### src/hdl/rgb2ycc_pkg.sv
`default_nettype none

package rgb2ycc_pkg;

  localparam int unsigned PixelCount = 4;

  localparam logic [17:0] LumaBias   = 18'd16384;
  localparam logic [17:0] ChromaBias = 18'd131072;

  localparam logic [9:0] CoefYR  = 10'd263;
  localparam logic [9:0] CoefYG  = 10'd516;
  localparam logic [9:0] CoefYB  = 10'd100;
  localparam logic [9:0] CoefCbR = 10'd152;
  localparam logic [9:0] CoefCbG = 10'd298;
  localparam logic [9:0] CoefCbB = 10'd450;
  localparam logic [9:0] CoefCrR = 10'd450;
  localparam logic [9:0] CoefCrG = 10'd377;
  localparam logic [9:0] CoefCrB = 10'd73;

  localparam logic [7:0] LumaLow    = 8'd16;
  localparam logic [7:0] LumaHigh   = 8'd235;
  localparam logic [7:0] ChromaLow  = 8'd16;
  localparam logic [7:0] ChromaHigh = 8'd240;

  typedef struct packed {
    logic [7:0] red;
    logic [7:0] green;
    logic [7:0] blue;
  } pixel_t;

  typedef struct packed {
    logic [7:0]  luma;
    logic [17:0] cb_q10;
    logic [17:0] cr_q10;
  } pixel_ycc_t;

  function automatic logic [7:0] clamp8(input logic [7:0] value,
                                        input logic [7:0] low,
                                        input logic [7:0] high);
    logic [7:0] res;
    if (value < low) begin
      res = low;
    end else if (value > high) begin
      res = high;
    end else begin
      res = value;
    end
    return res;
  endfunction

endpackage

`default_nettype wire

### src/hdl/rgb_block_to_ycbcr_420.sv
// Channel   | Signals                                   | Handshake
// ----------+-------------------------------------------+-------------------------
// Input     | red/green/blue_{top,bottom}_{left,right}  | start high, busy low
// Result    | luma_*, chroma_blue, chroma_red           | done high for one cycle
//
// One transaction is accepted every clock cycle; busy is always low.
// The result and done are driven from the clock edge after the accepting edge;
// the receiver takes them while done is high.
// The path from input to result runs through the input register and the result register.
// Reset clears the valid flags of both stages; payload registers are not reset.
// The receiver cannot stall, so no transaction is ever held back.
`default_nettype none

module rgb_block_to_ycbcr_420 (
  input  wire logic       clk,
  input  wire logic       rst,
  input  wire logic       start,
  output var  logic       busy,
  input  wire logic [7:0] red_top_left,
  input  wire logic [7:0] green_top_left,
  input  wire logic [7:0] blue_top_left,
  input  wire logic [7:0] red_top_right,
  input  wire logic [7:0] green_top_right,
  input  wire logic [7:0] blue_top_right,
  input  wire logic [7:0] red_bottom_left,
  input  wire logic [7:0] green_bottom_left,
  input  wire logic [7:0] blue_bottom_left,
  input  wire logic [7:0] red_bottom_right,
  input  wire logic [7:0] green_bottom_right,
  input  wire logic [7:0] blue_bottom_right,
  output var  logic       done,
  output var  logic [7:0] luma_top_left,
  output var  logic [7:0] luma_top_right,
  output var  logic [7:0] luma_bottom_left,
  output var  logic [7:0] luma_bottom_right,
  output var  logic [7:0] chroma_blue,
  output var  logic [7:0] chroma_red
);

  rgb2ycc_pkg::pixel_t     pixels [rgb2ycc_pkg::PixelCount];
  rgb2ycc_pkg::pixel_ycc_t yccs   [rgb2ycc_pkg::PixelCount];
  logic                    pixels_valid;
  logic [19:0]             cb_sum;
  logic [19:0]             cr_sum;

  assign busy = 1'b0;

  always_ff @(posedge clk) begin
    if (rst) begin
      pixels_valid <= 1'b0;
      done         <= 1'b0;
    end else begin
      pixels_valid <= start && !busy;
      done         <= pixels_valid;
    end
  end

  always_ff @(posedge clk) begin
    pixels[0] <= '{red: red_top_left, green: green_top_left, blue: blue_top_left};
    pixels[1] <= '{red: red_top_right, green: green_top_right, blue: blue_top_right};
    pixels[2] <= '{red: red_bottom_left, green: green_bottom_left, blue: blue_bottom_left};
    pixels[3] <= '{red: red_bottom_right, green: green_bottom_right,
                   blue: blue_bottom_right};
  end

  for (genvar i = 0; i < rgb2ycc_pkg::PixelCount; i++) begin : g_pixel
    rgb2ycc_pixel u_pixel (
      .pixel (pixels[i]),
      .ycc   (yccs[i])
    );
  end

  assign cb_sum = 20'(yccs[0].cb_q10) + 20'(yccs[1].cb_q10)
                + 20'(yccs[2].cb_q10) + 20'(yccs[3].cb_q10);
  assign cr_sum = 20'(yccs[0].cr_q10) + 20'(yccs[1].cr_q10)
                + 20'(yccs[2].cr_q10) + 20'(yccs[3].cr_q10);

  always_ff @(posedge clk) begin
    luma_top_left     <= yccs[0].luma;
    luma_top_right    <= yccs[1].luma;
    luma_bottom_left  <= yccs[2].luma;
    luma_bottom_right <= yccs[3].luma;
    chroma_blue <= rgb2ycc_pkg::clamp8(cb_sum[19:12], rgb2ycc_pkg::ChromaLow,
                                       rgb2ycc_pkg::ChromaHigh);
    chroma_red  <= rgb2ycc_pkg::clamp8(cr_sum[19:12], rgb2ycc_pkg::ChromaLow,
                                       rgb2ycc_pkg::ChromaHigh);
  end

endmodule

`default_nettype wire

### src/hdl/rgb2ycc_pixel.sv
`default_nettype none

module rgb2ycc_pixel (
  input  var rgb2ycc_pkg::pixel_t     pixel,
  output var rgb2ycc_pkg::pixel_ycc_t ycc
);

  logic [17:0] red;
  logic [17:0] green;
  logic [17:0] blue;
  logic [17:0] luma_acc;
  logic [17:0] cb_pos;
  logic [17:0] cb_neg;
  logic [17:0] cr_pos;
  logic [17:0] cr_neg;

  assign red   = 18'(pixel.red);
  assign green = 18'(pixel.green);
  assign blue  = 18'(pixel.blue);

  assign luma_acc = rgb2ycc_pkg::LumaBias
                  + 18'(rgb2ycc_pkg::CoefYR) * red
                  + 18'(rgb2ycc_pkg::CoefYG) * green
                  + 18'(rgb2ycc_pkg::CoefYB) * blue;

  assign cb_pos = rgb2ycc_pkg::ChromaBias + 18'(rgb2ycc_pkg::CoefCbB) * blue;
  assign cb_neg = 18'(rgb2ycc_pkg::CoefCbR) * red + 18'(rgb2ycc_pkg::CoefCbG) * green;
  assign cr_pos = rgb2ycc_pkg::ChromaBias + 18'(rgb2ycc_pkg::CoefCrR) * red;
  assign cr_neg = 18'(rgb2ycc_pkg::CoefCrG) * green + 18'(rgb2ycc_pkg::CoefCrB) * blue;

  assign ycc.luma   = rgb2ycc_pkg::clamp8(luma_acc[17:10], rgb2ycc_pkg::LumaLow,
                                          rgb2ycc_pkg::LumaHigh);
  assign ycc.cb_q10 = cb_pos - cb_neg;
  assign ycc.cr_q10 = cr_pos - cr_neg;

endmodule

`default_nettype wire
### config.mk
export PLATFORM = sky130hd
export DESIGN_NAME = rgb_block_to_ycbcr_420
export DESIGN_NICKNAME = d
export VERILOG_FILES = /design/src/hdl/rgb2ycc_pkg.sv /design/src/hdl/rgb_block_to_ycbcr_420.sv /design/src/hdl/rgb2ycc_pixel.sv
export SDC_FILE = /design/constraint.sdc
export NUM_CORES = 2
export LEC_CHECK = 0
export BUFFER_PORTS_ARGS = -buffer_cell sky130_fd_sc_hd__buf_2
export CORE_MARGIN = 3
export CORE_UTILIZATION = 45
export DETAILED_ROUTE_END_ITERATION = 16
export SETUP_SLACK_MARGIN = 0.1
export SYNTH_ARGS = -nofsm -noshare
export SYNTH_HDL_FRONTEND = slang
export SYNTH_SLANG_ARGS = --single-unit
### constraint.sdc
create_clock -name clk -period 23.3 [get_ports clk]
set_input_delay 3.495 -clock clk [delete_from_list [all_inputs] [get_ports clk]]
set_output_delay 3.495 -clock clk [all_outputs]
set_load 0.05 [all_outputs]
==> impl_metrics.py <==
metrics = {
    "logic_synthesis": {
        "yosys_warnings": 0,
        "yosysMostFrequentCell": "ha_1",
        "yosysTopAreaCell": "ha_1",
        "syn_area_um2": 43300,
        "synthTopCellsByArea": "ha_1 (35%), fa_1 (20%), inv_1 (9.3%)",
        "yosysTopAreaCellShare_pct": 35.2,
        "synth_simple_gate_area_share_pct": 6.94,
        "syn_inst": 4788,
        "synth_fa_ha_area_share_pct": 55.6,
        "synth_compound_area_share_pct": 12.3,
        "synthFlopType": "dfxtp_1",
        "ys_ff_latch": 146,
        "synth_edf_count": 0,
        "syn_avg_cell_area_um2": 9.05,
        "synthArstFlopShare_pct": 0,
        "syn_nets": 6547,
        "yosys.cell_types.count": 76,
        "synth_xor_area_share_pct": 8.98,
        "synth_common_cells": "ha_1 (1,217), inv_1 (1,077), fa_1 (443)",
        "synth_seq_area_share_pct": 6.75,
        "synth_top_family_by_area": "adder cells",
        "synth_mux_area_share_pct": 0,
    },
    "cts": {
        "clk_pin_slew_worst_paths_ns": 0.08,
        "root_buffer": "clkbuf_16",
        "hold_buffers": 0,
        "clock_latency_ns": 0.53,
        "cts_tree": "yes",
        "post_cts_buffers": 0,
        "htree_levels": 4,
        "numCtsBuffers": 17,
        "cts.sinks": 146,
        "clockBufferDepth": 2,
        "cts_resized": 0,
    },
    "routing": {
        "ant_nets": 0,
        "routed_wl_mm": 102,
        "routedWlPerCell_um": 16.4,
        "first_iter_violations": 1262,
        "first_pass_iters": 5,
        "vias_per_cell": 5.03,
        "drc": 0,
        "vias": 31400,
    },
    "floorplan": {
        "start_util_pct": 45.5,
        "die_h_um": 316,
        "core_area_um2": 95200,
        "dieWidth_um": 316,
        "dieArea_um2": 100000,
        "pin_count": 149,
        "rows": 113,
    },
    "sta": {
        "rsz0062_at_grt": "no",
        "slew_headroom_pct": 31.9,
        "tightest_slew_ns": 1.02,
        "min_period_ns": 9.32,
        "fin_skew_ns": 0.0273,
        "hold_ws_ns": 0.459,
        "setup_violations": 0,
        "period_share_pct": 40.0,
        "slew_viol_final": 0,
        "tns_ns": 0,
        "finalHoldViolations": 0,
        "fmax_mhz": 107,
    },
    "worst_setup_path": {
        "reg2reg_slack_ns": 13.98,
        "crit_top_cell": "fa_1",
        "cp.required_ns": 23.69,
        "path_max_fanout": 11,
        "slowest_stage": "dfxtp_1",
        "startpoint_type": "flip-flop",
        "critPathKind": "flip-flop to flip-flop",
        "max_stage_delay_ns": 0.70,
        "crit_path_end_kind": "flip-flop",
        "cp.arrival_ns": 9.71,
    },
    "layout": {
        "layout.nets": 6724,
        "fill_cells": 9077,
        "drive_gt1_share_pct": 4.42,
        "area_growth_pct": 6.96,
        "antennaDiodeCount": 0,
    },
    "global_routing": {
        "grt_max_degree": 17,
        "grt_overflow": 0,
        "grt_use_total_pct": 21.2,
        "grt_pass1_wl_mm": 167,
        "grt_pass1_vias": 31700,
        "antenna_found_initial": 0,
    },
    "status": {
        "status": "finished, final reports clean",
    },
    "placed_design": {
        "place_hpwl_mm": 90.1,
        "port_buffers": 147,
        "gp_congestion": 0.886,
    },
    "min_path": {
        "hp-class": "flip-flop to flip-flop",
    },
    "job": {
        "max_cap_viol_count": 0,
    },
}
## cell type report
| class | instances | area [um2] | share of cell area, % |
|---|---|---|---|
| Sequential cell | 146 | 2920 | 6.31 |
| Inverter | 1077 | 4040 | 8.73 |
| Clock inverter | 12 | 156 | 0.338 |
| Tap cell | 1265 | 1580 | 3.42 |
| Clock buffer | 20 | 447 | 0.964 |
| Timing Repair Buffer | 162 | 848 | 1.83 |
| Multi-Input combinational cell | 3561 | 36300 | 78.4 |
## per-layer routing
metal  wire length [um]  vias up  part of all wire, %  global-route usage [%]
li1                   -    16200                    -                       -
met1              51000    14700                   50                    30.0
met2              46900      429                   46                    35.4
met3               3070       72                  3.0                    2.10
met4               1490        0                  1.4                    4.11
met5                  0        -                    0                       0
## registers in the layout (all words and copies together) (netlist names)
name	count
pixels_valid	1
luma_bottom_right	8
luma_bottom_left	8
done	1
luma_top_right	8
luma_top_left	8
chroma_red	8
pixels	96
chroma_blue	8
## placed cells by master, fill, tap and decap left out, types with 114 or more instances in the layout
cell	n
o21ai_0	133
a21oi_1	276
ha_1	1217
inv_1	1077
nor2_1	235
dfxtp_1	146
nand2_1	114
xnor2_1	335
fa_1	443
buf_2	147
## worst max-delay path, delay by kind of cell (launching register included)
family                   cells  cell delay, ns
AND/OR/NAND/NOR              7            1.23
adder cells (fa/ha/maj)     10            4.53
XOR/XNOR                     1            0.15
buffers and inverters        5            0.22
AO/OA/AOI/OAI               11            2.33
flip-flops                   1            0.70
## cell families after synthesis
kind of cell	count (synthesis)
fa+ha+maj	1660
xor+xnor	444
other cells	1
simple gates	631
compound gates	825
buf+inv	1081
flops	146
## path summary, 6_finish.rpt
path | startpoint | endpoint | cells after the start
worst min-delay path | pixels_valid | done | 1
worst min register to register | pixels_valid | done | 1
worst max register to register | pixels[0][11] | chroma_red[1] | 34
worst max-delay path | pixels[0][11] | chroma_red[1] | 34
## through the flow
stage / std cells / utilization, % / instance area [um2] / setup WS (ns)
floorplan: 4788 / - / 43300 / 14.83
global placement: 6211 / 48.1 / 45700 / 14.13
detailed placement: 6211 / 48.1 / 45700 / 14.04
CTS: 6243 / 48.7 / 46300 / 14.00
global route: 6243 / 48.7 / 46300 / 13.32
finish: 6243 / 48.7 / 46300 / 13.98
Power is left out: the tool's default activity adds up to more than one toggle a clock period on the data nets, which glitch-free logic cannot reach.
